**src/rtl/core/lbse_pkg.sv**
```systemverilog
package lbse_pkg;

    localparam int unsigned QUEUE_DEPTH   = 2;
    localparam int unsigned TRAILER_W     = 4;
    localparam logic [TRAILER_W-1:0] TRAILER_RESET = 4'd9;

    localparam logic [15:0] IDLE_PATTERN = 16'h4444;
    localparam logic [15:0] BIT3_MASK    = 16'h2000;
    localparam logic [15:0] BIT2_MASK    = 16'h0200;
    localparam logic [15:0] BIT1_MASK    = 16'h0020;
    localparam logic [15:0] BIT0_MASK    = 16'h0002;

    typedef struct packed {
        logic [7:0] data_byte;
        logic       last_byte;
    } lbse_in_t;

    typedef struct packed {
        logic [15:0] spi_word;
        logic        last_word;
    } lbse_out_t;

    // classified byte held between front and back
    typedef struct packed {
        logic       lead;
        logic       last;
        logic [7:0] data;
    } lbse_entry_t;

    typedef enum logic [2:0] {
        ST_IDLE,
        ST_LEAD,
        ST_HI,
        ST_LO,
        ST_TRAIL
    } lbse_state_t;

    function automatic logic [15:0] nibble_word(input logic [3:0] nib);
        logic [15:0] w;
        w = IDLE_PATTERN;
        if (nib[3]) w = w | BIT3_MASK;
        if (nib[2]) w = w | BIT2_MASK;
        if (nib[1]) w = w | BIT1_MASK;
        if (nib[0]) w = w | BIT0_MASK;
        return w;
    endfunction

endpackage

```
**src/rtl/core/lbse_front.sv**
```systemverilog
module lbse_front
    import lbse_pkg::*;
(
    input  logic        clk,
    input  logic        rst_n,
    input  logic        in_valid,
    output logic        in_stall,
    input  lbse_in_t    in_item,
    output logic        push_valid,
    input  logic        push_full,
    output lbse_entry_t push_entry
);

    logic frame_start_reg;
    logic frame_start_next;
    logic accept;

    assign in_stall   = push_full;
    assign accept     = in_valid && !push_full;
    assign push_valid = accept;

    always_comb
    begin
        push_entry.lead = frame_start_reg;
        push_entry.last = in_item.last_byte;
        push_entry.data = in_item.data_byte;
    end

    always_comb
    begin
        frame_start_next = frame_start_reg;
        if (accept)
        begin
            frame_start_next = in_item.last_byte;
        end
    end

    always_ff @(posedge clk or negedge rst_n)
    begin
        if (!rst_n)
        begin
            frame_start_reg <= 1'b1;
        end
        else
        begin
            frame_start_reg <= frame_start_next;
        end
    end

    a_lead_after_last: assert property (@(posedge clk) disable iff (!rst_n)
        accept && in_item.last_byte |=> frame_start_reg)
        else $error("frame start not set after last byte");

    a_no_lead_mid_frame: assert property (@(posedge clk) disable iff (!rst_n)
        accept && !in_item.last_byte |=> !frame_start_reg)
        else $error("frame start set inside a frame");

    a_no_push_when_full: assert property (@(posedge clk) disable iff (!rst_n)
        push_full |-> !push_valid)
        else $error("push into full queue");

endmodule

```
**src/rtl/core/lbse_queue.sv**
```systemverilog
module lbse_queue
    import lbse_pkg::*;
#(
    parameter int unsigned Depth = QUEUE_DEPTH
)
(
    input  logic        clk,
    input  logic        rst_n,
    input  logic        push_valid,
    output logic        push_full,
    input  lbse_entry_t push_entry,
    output logic        pop_valid,
    input  logic        pop_stall,
    output lbse_entry_t pop_entry
);

    localparam int unsigned PTR_W = (Depth > 1) ? $clog2(Depth) : 1;
    localparam int unsigned CNT_W = $clog2(Depth + 1);
    localparam logic [PTR_W-1:0] PTR_LAST = PTR_W'(Depth - 1);
    localparam logic [CNT_W-1:0] CNT_FULL = CNT_W'(Depth);

    lbse_entry_t      slot_reg [Depth];
    logic [PTR_W-1:0] wr_ptr_reg;
    logic [PTR_W-1:0] wr_ptr_next;
    logic [PTR_W-1:0] rd_ptr_reg;
    logic [PTR_W-1:0] rd_ptr_next;
    logic [CNT_W-1:0] count_reg;
    logic [CNT_W-1:0] count_next;
    logic             push;
    logic             pop;

    assign push_full = (count_reg == CNT_FULL);
    assign pop_valid = (count_reg != '0);
    assign pop_entry = slot_reg[rd_ptr_reg];
    assign push      = push_valid && !push_full;
    assign pop       = pop_valid && !pop_stall;

    always_comb
    begin
        wr_ptr_next = wr_ptr_reg;
        rd_ptr_next = rd_ptr_reg;
        count_next  = count_reg;
        if (push)
        begin
            wr_ptr_next = (wr_ptr_reg == PTR_LAST) ? '0 : wr_ptr_reg + 1'b1;
        end
        if (pop)
        begin
            rd_ptr_next = (rd_ptr_reg == PTR_LAST) ? '0 : rd_ptr_reg + 1'b1;
        end
        if (push && !pop)
        begin
            count_next = count_reg + 1'b1;
        end
        else if (pop && !push)
        begin
            count_next = count_reg - 1'b1;
        end
    end

    always_ff @(posedge clk or negedge rst_n)
    begin
        if (!rst_n)
        begin
            wr_ptr_reg <= '0;
            rd_ptr_reg <= '0;
            count_reg  <= '0;
        end
        else
        begin
            wr_ptr_reg <= wr_ptr_next;
            rd_ptr_reg <= rd_ptr_next;
            count_reg  <= count_next;
        end
    end

    always_ff @(posedge clk)
    begin
        if (push)
        begin
            slot_reg[wr_ptr_reg] <= push_entry;
        end
    end

    a_count_bound: assert property (@(posedge clk) disable iff (!rst_n)
        count_reg <= CNT_FULL)
        else $error("queue count beyond depth");

    a_pop_only_drains: assert property (@(posedge clk) disable iff (!rst_n)
        pop && !push |=> count_reg == $past(count_reg) - 1'b1)
        else $error("queue count wrong after pop");

    a_push_only_fills: assert property (@(posedge clk) disable iff (!rst_n)
        push && !pop |=> count_reg == $past(count_reg) + 1'b1)
        else $error("queue count wrong after push");

endmodule

```
**src/rtl/core/lbse_back.sv**
```systemverilog
module lbse_back
    import lbse_pkg::*;
(
    input  logic                 clk,
    input  logic                 rst_n,
    input  logic                 cfg_we,
    input  logic [TRAILER_W-1:0] cfg_data,
    input  logic                 pop_valid,
    output logic                 pop_stall,
    input  lbse_entry_t          pop_entry,
    output logic                 out_valid,
    input  logic                 out_stall,
    output lbse_out_t            out_item
);

    lbse_state_t          state_reg;
    lbse_state_t          state_next;
    lbse_entry_t          cur_reg;
    lbse_entry_t          cur_next;
    logic [TRAILER_W-1:0] cnt_reg;
    logic [TRAILER_W-1:0] cnt_next;
    logic [TRAILER_W-1:0] trailer_reg;
    logic                 out_valid_reg;
    logic                 out_valid_next;
    lbse_out_t            out_item_reg;
    lbse_out_t            out_item_next;

    logic        advance;
    logic        finish;
    logic        load;
    logic        has_trailer;
    logic [15:0] word_data;
    logic        word_last;

    assign has_trailer = (trailer_reg != '0);
    assign advance     = (state_reg != ST_IDLE) && (!out_valid_reg || !out_stall);
    assign load        = pop_valid && !pop_stall;
    assign out_valid   = out_valid_reg;
    assign out_item    = out_item_reg;

    // outputs of the sequencer
    always_comb
    begin
        word_data = '0;
        word_last = 1'b0;
        finish    = 1'b0;
        unique case (state_reg)
            ST_IDLE:
            begin
                finish = 1'b0;
            end
            ST_LEAD:
            begin
                word_data = '0;
            end
            ST_HI:
            begin
                word_data = nibble_word(cur_reg.data[7:4]);
            end
            ST_LO:
            begin
                word_data = nibble_word(cur_reg.data[3:0]);
                word_last = cur_reg.last && !has_trailer;
                finish    = advance && !(cur_reg.last && has_trailer);
            end
            ST_TRAIL:
            begin
                word_last = (cnt_reg == TRAILER_W'(1));
                finish    = advance && (cnt_reg == TRAILER_W'(1));
            end
            default:
            begin
                finish = 1'b0;
            end
        endcase
        pop_stall = !((state_reg == ST_IDLE) || finish);
    end

    // next state of the sequencer
    always_comb
    begin
        state_next = state_reg;
        cur_next   = cur_reg;
        cnt_next   = cnt_reg;
        unique case (state_reg)
            ST_IDLE:
            begin
                state_next = ST_IDLE;
            end
            ST_LEAD:
            begin
                if (advance)
                begin
                    state_next = ST_HI;
                end
            end
            ST_HI:
            begin
                if (advance)
                begin
                    state_next = ST_LO;
                end
            end
            ST_LO:
            begin
                if (advance)
                begin
                    if (cur_reg.last && has_trailer)
                    begin
                        state_next = ST_TRAIL;
                        cnt_next   = trailer_reg;
                    end
                    else
                    begin
                        state_next = ST_IDLE;
                    end
                end
            end
            ST_TRAIL:
            begin
                if (advance)
                begin
                    cnt_next = cnt_reg - 1'b1;
                    if (cnt_reg == TRAILER_W'(1))
                    begin
                        state_next = ST_IDLE;
                    end
                end
            end
            default:
            begin
                state_next = ST_IDLE;
            end
        endcase
        if (load)
        begin
            cur_next   = pop_entry;
            state_next = pop_entry.lead ? ST_LEAD : ST_HI;
        end
    end

    // output register
    always_comb
    begin
        out_item_next  = out_item_reg;
        out_valid_next = out_valid_reg && out_stall;
        if (advance)
        begin
            out_valid_next          = 1'b1;
            out_item_next.spi_word  = word_data;
            out_item_next.last_word = word_last;
        end
    end

    always_ff @(posedge clk or negedge rst_n)
    begin
        if (!rst_n)
        begin
            state_reg     <= ST_IDLE;
            out_valid_reg <= 1'b0;
            trailer_reg   <= TRAILER_RESET;
        end
        else
        begin
            state_reg     <= state_next;
            out_valid_reg <= out_valid_next;
            if (cfg_we)
            begin
                trailer_reg <= cfg_data;
            end
        end
    end

    always_ff @(posedge clk)
    begin
        cur_reg      <= cur_next;
        cnt_reg      <= cnt_next;
        out_item_reg <= out_item_next;
    end

    a_trail_count_live: assert property (@(posedge clk) disable iff (!rst_n)
        state_reg == ST_TRAIL |-> cnt_reg != '0)
        else $error("trailer state with zero count");

    a_lead_only_at_start: assert property (@(posedge clk) disable iff (!rst_n)
        state_reg == ST_LEAD |-> cur_reg.lead)
        else $error("leading word outside frame start");

    a_trail_only_last: assert property (@(posedge clk) disable iff (!rst_n)
        state_reg == ST_TRAIL |-> cur_reg.last)
        else $error("trailer after a byte not marked last");

    a_stalled_word_kept: assert property (@(posedge clk) disable iff (!rst_n)
        out_valid_reg && out_stall |=> out_valid_reg && $stable(out_item_reg))
        else $error("stalled output word lost");

endmodule

```
**src/rtl/core/led_bit_to_spi_word_encoder.sv**
```systemverilog
// led bit to spi word encoder
// input channel: in_valid / in_stall / in_item, one colour byte per item,
//   msb first, last_byte marks the final byte of a frame
// output channel: out_valid / out_stall / out_item, one 16-bit line word per
//   item; each data bit becomes 0100 (zero) or 0110 (one), high nibble first
// config: cfg_we / cfg_data write the trailer word count (0..15, reset 9)
// per byte: two data words; a byte that opens a frame adds one zero word ahead,
//   a byte marked last adds the trailer zero words; the final word of a frame
//   carries last_word
// path: a byte passes the queue slot, the sequencer and the output register
// throughput: one word per cycle from the output register while out_stall is
//   low and bytes wait in the queue, with the leading word and the trailer words
//   in the same stream; the back sequencer emitting one word a cycle sets this
// a 2-entry queue separates byte intake from word generation
// reset: queue empty, no output pending, next byte opens a frame
// receiver stall: the output word holds, the sequencer pauses, the queue fills
//   and then in_stall rises
module led_bit_to_spi_word_encoder
    import lbse_pkg::*;
#(
    parameter int unsigned QueueDepth = QUEUE_DEPTH
)
(
    input  logic                 clk,
    input  logic                 rst_n,
    input  logic                 cfg_we,
    input  logic [TRAILER_W-1:0] cfg_data,
    input  logic                 in_valid,
    output logic                 in_stall,
    input  lbse_in_t             in_item,
    output logic                 out_valid,
    input  logic                 out_stall,
    output lbse_out_t            out_item
);

    logic        push_valid;
    logic        push_full;
    lbse_entry_t push_entry;
    logic        pop_valid;
    logic        pop_stall;
    lbse_entry_t pop_entry;

    lbse_front u_front (
        .clk        (clk),
        .rst_n      (rst_n),
        .in_valid   (in_valid),
        .in_stall   (in_stall),
        .in_item    (in_item),
        .push_valid (push_valid),
        .push_full  (push_full),
        .push_entry (push_entry)
    );

    lbse_queue #(
        .Depth (QueueDepth)
    ) u_queue (
        .clk        (clk),
        .rst_n      (rst_n),
        .push_valid (push_valid),
        .push_full  (push_full),
        .push_entry (push_entry),
        .pop_valid  (pop_valid),
        .pop_stall  (pop_stall),
        .pop_entry  (pop_entry)
    );

    lbse_back u_back (
        .clk       (clk),
        .rst_n     (rst_n),
        .cfg_we    (cfg_we),
        .cfg_data  (cfg_data),
        .pop_valid (pop_valid),
        .pop_stall (pop_stall),
        .pop_entry (pop_entry),
        .out_valid (out_valid),
        .out_stall (out_stall),
        .out_item  (out_item)
    );

endmodule
```
**config.mk**
```make
export PLATFORM = sky130hd
export DESIGN_NAME = led_bit_to_spi_word_encoder
export DESIGN_NICKNAME = d
export VERILOG_FILES = /design/src/rtl/core/lbse_pkg.sv /design/src/rtl/core/lbse_front.sv /design/src/rtl/core/lbse_queue.sv /design/src/rtl/core/lbse_back.sv /design/src/rtl/core/led_bit_to_spi_word_encoder.sv
export SDC_FILE = /design/constraint.sdc
export NUM_CORES = 1
export LEC_CHECK = 0
export BUFFER_PORTS_ARGS = -buffer_cell sky130_fd_sc_hd__buf_2
export CELL_PAD_IN_SITES_DETAIL_PLACEMENT = 1
export CELL_PAD_IN_SITES_GLOBAL_PLACEMENT = 2
export CORE_ASPECT_RATIO = 0.9
export CORE_UTILIZATION = 42
export DETAILED_ROUTE_END_ITERATION = 6
export GPL_ROUTABILITY_DRIVEN = 0
export PLACE_DENSITY = 0.91
export SYNTH_ARGS = -nofsm -noshare
export SYNTH_HDL_FRONTEND = slang
export SYNTH_HIERARCHICAL = 1
export SYNTH_SLANG_ARGS = --single-unit
```
**constraint.sdc**
```tcl
create_clock -name clk -period 6.45 [get_ports clk]
set_clock_uncertainty 0.1 [all_clocks]
set_input_delay 0.645 -clock clk [delete_from_list [all_inputs] [get_ports clk]]
set_output_delay 0.645 -clock clk [all_outputs]
set_load 0.005 [all_outputs]
```
Yosys cells after proc, flatten, opt, wreduce, memory -nomap -nowiden
Memory sizes are Yosys's and may differ from the RTL's.
Index checks and enable logic that the tools add are counted.
{ "op_classes": {"n_lt_le_gt_ge": 0, "n_reduce_logical": 28, "div_mod_pow": 0, "mux": 31, "bitwise_logic": 0, "shifts": 0, "eq_ne": 14, "n_mul": 0, "n_addsub": 5} }
{ "ops": {"columns": ["operator", "n"], "rows": [
  ["15-bit case mux with 2 select lines", 1],
  ["14-bit two-way mux", 2],
  ["3-bit two-way mux", 7],
  ["10-bit two-way mux", 2],
  ["3-bit by 2-bit inequality test with 1-bit output (second input constant)", 5],
  ["4-bit two-way mux", 3],
  ["6-bit two-way mux", 2],
  ["3-bit case mux with 4 select lines", 1],
  ["1-bit logical AND", 11],
  ["2-bit two-way mux", 5],
  ["4-bit case mux with 2 select lines", 1],
  ["1-bit logical NOT", 7],
  ["3-bit by 2-bit equality test with 1-bit output (second input constant)", 2],
  ["2-bit by 1-bit inequality test with 1-bit output (second input constant)", 3],
  ["2-bit nonzero test", 3],
  ["1-bit two-way mux", 5],
  ["5-bit AND reduction", 1],
  ["4-bit by 1-bit equality test with 1-bit output (second input constant)", 1],
  ["1-bit case mux with 2 select lines", 2],
  ["4-bit AND reduction", 1],
  ["4-bit nonzero test", 1],
  ["4-bit by 1-bit subtractor with 4-bit output (second input constant)", 1],
  ["3-bit by 1-bit equality test with 1-bit output (second input constant)", 1],
  ["3-bit equality test (second input constant)", 1],
  ["other kinds (7)", 9]
]} }
{ "totals": {"ramBits": 20, "romBits": 0, "latchBits": 0, "reg_bits": 43, "wordCells": 91, "n_memories": 1, "out_inout_bits": 19, "input_bits": 18} }
{ "mem_list": {"columns": ["name", "depth", "word_bits", "rd", "rd_clocked_by_memory_dff", "wr", "line_no", "source"], "rows": [
  ["u_queue.slot_reg", 2, 10, 1, 0, 1, "lbse_queue.sv:22", "lbse_entry_t slot_reg [Depth];"]
]} }

Depth between registers and ports, before layout
{ "logic_depth": {"depth_word": 10, "depth_mapped": 10, "mapped_depth_nobuf": 10} }

Modules after synthesis
The synthesis kept the hierarchy.
{ "modules_own_cells": {"columns": ["module", "n_inst", "cells_per_inst", "area_per_inst_um2"], "rows": [
  ["lbse_back", 1, 102, 1293.7],
  ["lbse_queue", 1, 50, 925.9],
  ["lbse_front", 1, 14, 137.6]
]} }

Worst setup path before layout
OpenSTA, ideal clock, no wires.
{ "synth_path": {"path_type": "input to register", "start": "in out_stall", "end": "reg u_queue.count_reg[1]", "setup_slack_ns": 4.237, "setup_time_ns": 0.079, "n_path_buf": 1, "stages": 8, "arrival_ns": 2.034, "path_cell_list": "and2_1 clkbuf_1 nor4b_2 a21oi_2 nand2b_2 ha_1 nor2_1 xor2_1"} }
{ "synth_between": {"elab_chain_cells": 10, "word_cells_on_any_way": 13, "classes_between": "mux: 2; reduce/logical: 11"} }
{ "synth_lines": {"columns": ["element", "line_no", "source"], "rows": [
  ["start: declaration", "led_bit_to_spi_word_encoder.sv:32", "input logic out_stall,"],
  ["1-bit logical NOT *", "lbse_back.sv:36", "assign advance = (state_reg != ST_IDLE) && (!out_valid_reg || !out_stall);"],
  ["1-bit logical OR *", "lbse_back.sv:36", null],
  ["1-bit logical AND *", "lbse_back.sv:36", null],
  ["1-bit logical AND (on tied branches)", "lbse_back.sv:69, lbse_back.sv:64", null],
  ["1-bit case mux with 2 select lines *", "lbse_back.sv:47", "unique case (state_reg)"],
  ["1-bit logical OR *", "lbse_back.sv:76", "pop_stall = !((state_reg == ST_IDLE) || finish);"],
  ["1-bit logical AND *", "lbse_queue.sv:36", "assign pop = pop_valid && !pop_stall;"],
  ["1-bit logical NOT", "lbse_queue.sv:51", "if (push && !pop)"],
  ["1-bit logical AND", "lbse_queue.sv:51", null],
  ["2-bit two-way mux / 2-bit nonzero test (equally long branches)", null, null],
  ["end signal: assignment", "lbse_queue.sv:73", "count_reg <= count_next;"],
  ["end: declaration", "lbse_queue.sv:27", "logic [CNT_W-1:0] count_reg;"]
]} }
Mark *: on every way between the ends. The rest lies on a longest branch, timed or not.
A chain may end at the register's enable or synchronous reset.

Final worst setup path
{ "layout_path": {"start": "reg u_back.cnt_reg[1]", "end": "reg u_queue.count_reg[1]"} }
{ "layout_between": {"elab_chain_cells": 8, "word_cells_on_any_way": 10, "classes_between": "eq/ne: 1; mux: 2; reduce/logical: 7"} }
{ "layout_lines": {"columns": ["element", "line_no", "source"], "rows": [
  ["start: declaration", "lbse_back.sv:20", "logic [TRAILER_W-1:0] cnt_reg;"],
  ["start signal: assignment", "lbse_back.sv:177", "cnt_reg <= cnt_next;"],
  ["4-bit by 1-bit equality test with 1-bit output *", "lbse_back.sv:69", "finish = advance && (cnt_reg == TRAILER_W'(1));"],
  ["1-bit logical AND *", "lbse_back.sv:69", null],
  ["1-bit case mux with 2 select lines *", "lbse_back.sv:47", null],
  ["1-bit logical OR *", "lbse_back.sv:76", null],
  ["1-bit logical AND *", "lbse_queue.sv:36", null],
  ["1-bit logical NOT", "lbse_queue.sv:51", null],
  ["1-bit logical AND", "lbse_queue.sv:51", null],
  ["2-bit two-way mux / 2-bit nonzero test (equally long branches)", null, null]
]} }
Marks and branches as above.

==> flow_summary.toml <==
[power_and_ir_drop]
peakVddDrop_mv = 0.2163
p_seq_share_pct = 51.8
swShare_pct = 31.24
power_frac_clock_pct = 19.8
power.internal_mw = 0.7801
leakagePower_nw = 0.9933
cellPowerDensity_nw_per_um2 = 446.9
pwr-share-comb_pct = 28.4
p_switching_mw = 0.3544

[yosys]
ys_warn_count = 6
async_reset_ff_share_pct = 25.00
synth.yosys.seq_area_share_pct = 63.64
ys_types = 40
syn_area_sq_um = 2357
synth_mux_area_share_pct = 9.023
synthSimpleGateAreaFrac_pct = 9.979
synth_compound_area_share_pct = 4.406
synthAdderAreaFrac_pct = 1.592
syn-instance-count = 166
ys_ff_latch = 52
synth-xor-area-share_pct = 2.601
syn_avg_cell_area_sq_um = 14.20
synth_top_family_by_area = "simple AND/OR/NAND/NOR gates"
ys.flop_type = "edfxtp_1"
synth_edf_count = 39

[run]
max-cap-violations = 0

[worst_setup_path]
cp-start-kind = "flip-flop"
arrival_ps = 2470
setup.worst_path.end_class = "flip-flop"
critPathMaxStageDelay_ps = 410
cpMaxStageDelayCell = "or3b_1"
cpMostUsedCell = "ha_1"
worstReg2RegEnd = "u_queue/count_reg[1]"
rr_worst_depth = 9
r2r_slack_ps = 4100
path_max_fanout = 3
critPathKind = "flip-flop to flip-flop"
path_cells = "inv_1 -> ha_1 -> or3b_1 -> o21ai_1 -> a21oi_2 -> nand2b_2 -> ha_1 -> nor2_1 -> xor2_1"
regToRegStartpoint = "u_back/cnt_reg[1]"
cp.required_ps = 6580

[global_routing]
grt_start_max_net_pins = 18
overflow = 0
antenna_found_initial = 0
grt_pass1_wl_microns = 6065
grt.total_usage_pct = 13.95
grt_pass1_vias = 1255

[clocking]
clock-sinks = 52
clockRootBuffer = "clkbuf_8"
cts_resized = 0
cts.clk_slew.worst_paths_ps = 100
hold_buffers = 0
clk_latency_ps = 300
cts_buffers = 5
postCtsSetupBuffers = 0
cts_buffer_depth = 2
cts_max_level = 2
cts_tree = "done"

[min_path]
hold_path_class = "primary input to async pin"

[layout]
mostFrequentLayoutCells = "39 x edfxtp_1, 28 x buf_2, 11 x nand2_1"
largest_register_ffs = 20
antenna_cells = 0
nNetsFinal = 203
nFillCells = 549
final_common_cell = "edfxtp_1"
areaGrowthSynthToFinish_pct = 7.696
fin_area_sq_um = 2539
instances_no_fill = 250
seqCellArea_sq_um = 1500
drive_gt1_share_pct = 33.33
multiInputGateArea_sq_um = 680.7

[drt]
vias_per_cell = 4.792
wl_per_cell_microns = 14.44
vias = 1198
drc = 0
drtPass1Iterations = 4
routed_wl_microns = 3611
postRouteAntennaNets = 0
drt-initial-drc-count = 37

[outcome]
status = "complete, no violations"

[timing]
setup_tns_ps = 0
fin_crit_ps = 2348
period_share_pct = 36.41
hold_viol_final = 0
setup_viol = 0
slew_viol_final = 0
max_freq_ghz = 0.4258
worst_slew_margin_rel_pct = 46.28
worstMarginPinSlew_ps = 802.9
rsz0062_at_grt = "no"

[die]
die_h_microns = 73.07
die_area_sq_um = 5916
coreArea_sq_um = 5318
rows = 25
num_io_pins = 37
die_w_microns = 80.97
start_util_pct = 44.33

[placed_design]
post-place-cells = 242
place.detailed.hpwl_microns = 2692
placed_area_sq_um = 2424
portBuffers = 28
## cells by family after synthesis
| group | Yosys count |
|---|---|
| AOI/OAI and AO/OA | 13 |
| xor gates and xnor gates | 7 |
| adders and majority gates | 3 |
| buffers and inverters | 31 |
| DFF | 52 |
| muxes | 19 |
| other | 1 |
| and+or+nand+nor | 40 |
## Yosys cell counts, drive strengths merged (2+ instances only)
cell	instances	share of area, %
a21oi	3	0.80
and3	2	0.58
buf	23	7.3
clkbuf	3	0.48
dfrtp	10	11
dfstp	3	3.3
edfxtp	39	50
ha	3	1.6
inv	5	0.80
mux2	15	7.3
mux2i	4	1.7
nand2	11	1.8
nand2b	4	1.2
nor2	11	2.1
nor2b	2	0.96
nor3	2	0.42
nor4b	2	1.0
o21ai	6	1.3
xnor2	5	1.9
xor2	2	0.74
## stage by stage
| stage | hold slack, ps | power, mW | setup slack (ps) | util [%] |
|---|---|---|---|---|
| after CTS | 111.6 | 1.153 | 4086 | 47.74 |
| after global placement | 379.4 | 0.8942 | 4144 | 45.58 |
| after detailed placement | 406.4 | 0.9221 | 4034 | 45.58 |
| after floorplan | 249.4 | 0.8458 | 4237 | - |
| final | 114.9 | 1.134 | 4102 | 47.74 |
| after global routing | 114.4 | 1.211 | 3924 | 47.74 |
## routing by layer
| metal | track usage (%) | wire (microns) | vias to the layer above |
|---|---|---|---|
| met5 | 0 | 0 | - |
| met4 | 5.952 | 63 | 0 |
| met3 | 3.750 | 167 | 7 |
| met2 | 23.25 | 1741 | 35 |
| met1 | 17.04 | 1638 | 569 |
| li1 | - | - | 587 |
## worst max-delay path by stage
stage	start	to	cells past startpoint
floorplan	out_stall	u_queue/count_reg[1]	8
global placement	out_stall	u_queue/count_reg[1]	9
detailed placement	out_stall	u_queue/count_reg[1]	8
CTS	u_back/cnt_reg[1]	u_queue/count_reg[1]	9
global route	u_back/cnt_reg[1]	u_queue/count_reg[1]	9
finish	u_back/cnt_reg[1]	u_queue/count_reg[1]	9
## power groups by stage
stage | sequential (mW) | combinational, mW | clock, mW
after floorplan | 0.561 | 0.285 | 0
after global placement | 0.585 | 0.309 | 0
after detailed placement | 0.597 | 0.325 | 0
after CTS | 0.590 | 0.329 | 0.234
after global routing | 0.603 | 0.364 | 0.244
final | 0.588 | 0.322 | 0.225
## final cells by class
type                            instances  share of cell area, %
Inverter                                5                 0.7393
Sequential cell                        52                  59.09
Clock buffer                            5                  2.711
Tap cell                               67                  3.302
Clock inverter                          3                  1.824
Multi-Input combinational cell         90                  26.81
Timing Repair Buffer                   28                  5.520
## worst max-delay path: cells and delay by family, from the launching register on
| family | cells | cell delay [ps] |
|---|---|---|
| buffers and inverters | 1 | 90 |
| AO/OA/AOI/OAI | 2 | 290 |
| adder cells (fa/ha/maj) | 2 | 470 |
| XOR/XNOR | 1 | 150 |
| flip-flops | 1 | 400 |
| AND/OR/NAND/NOR | 3 | 770 |
(Power assumes the default switching activity.)
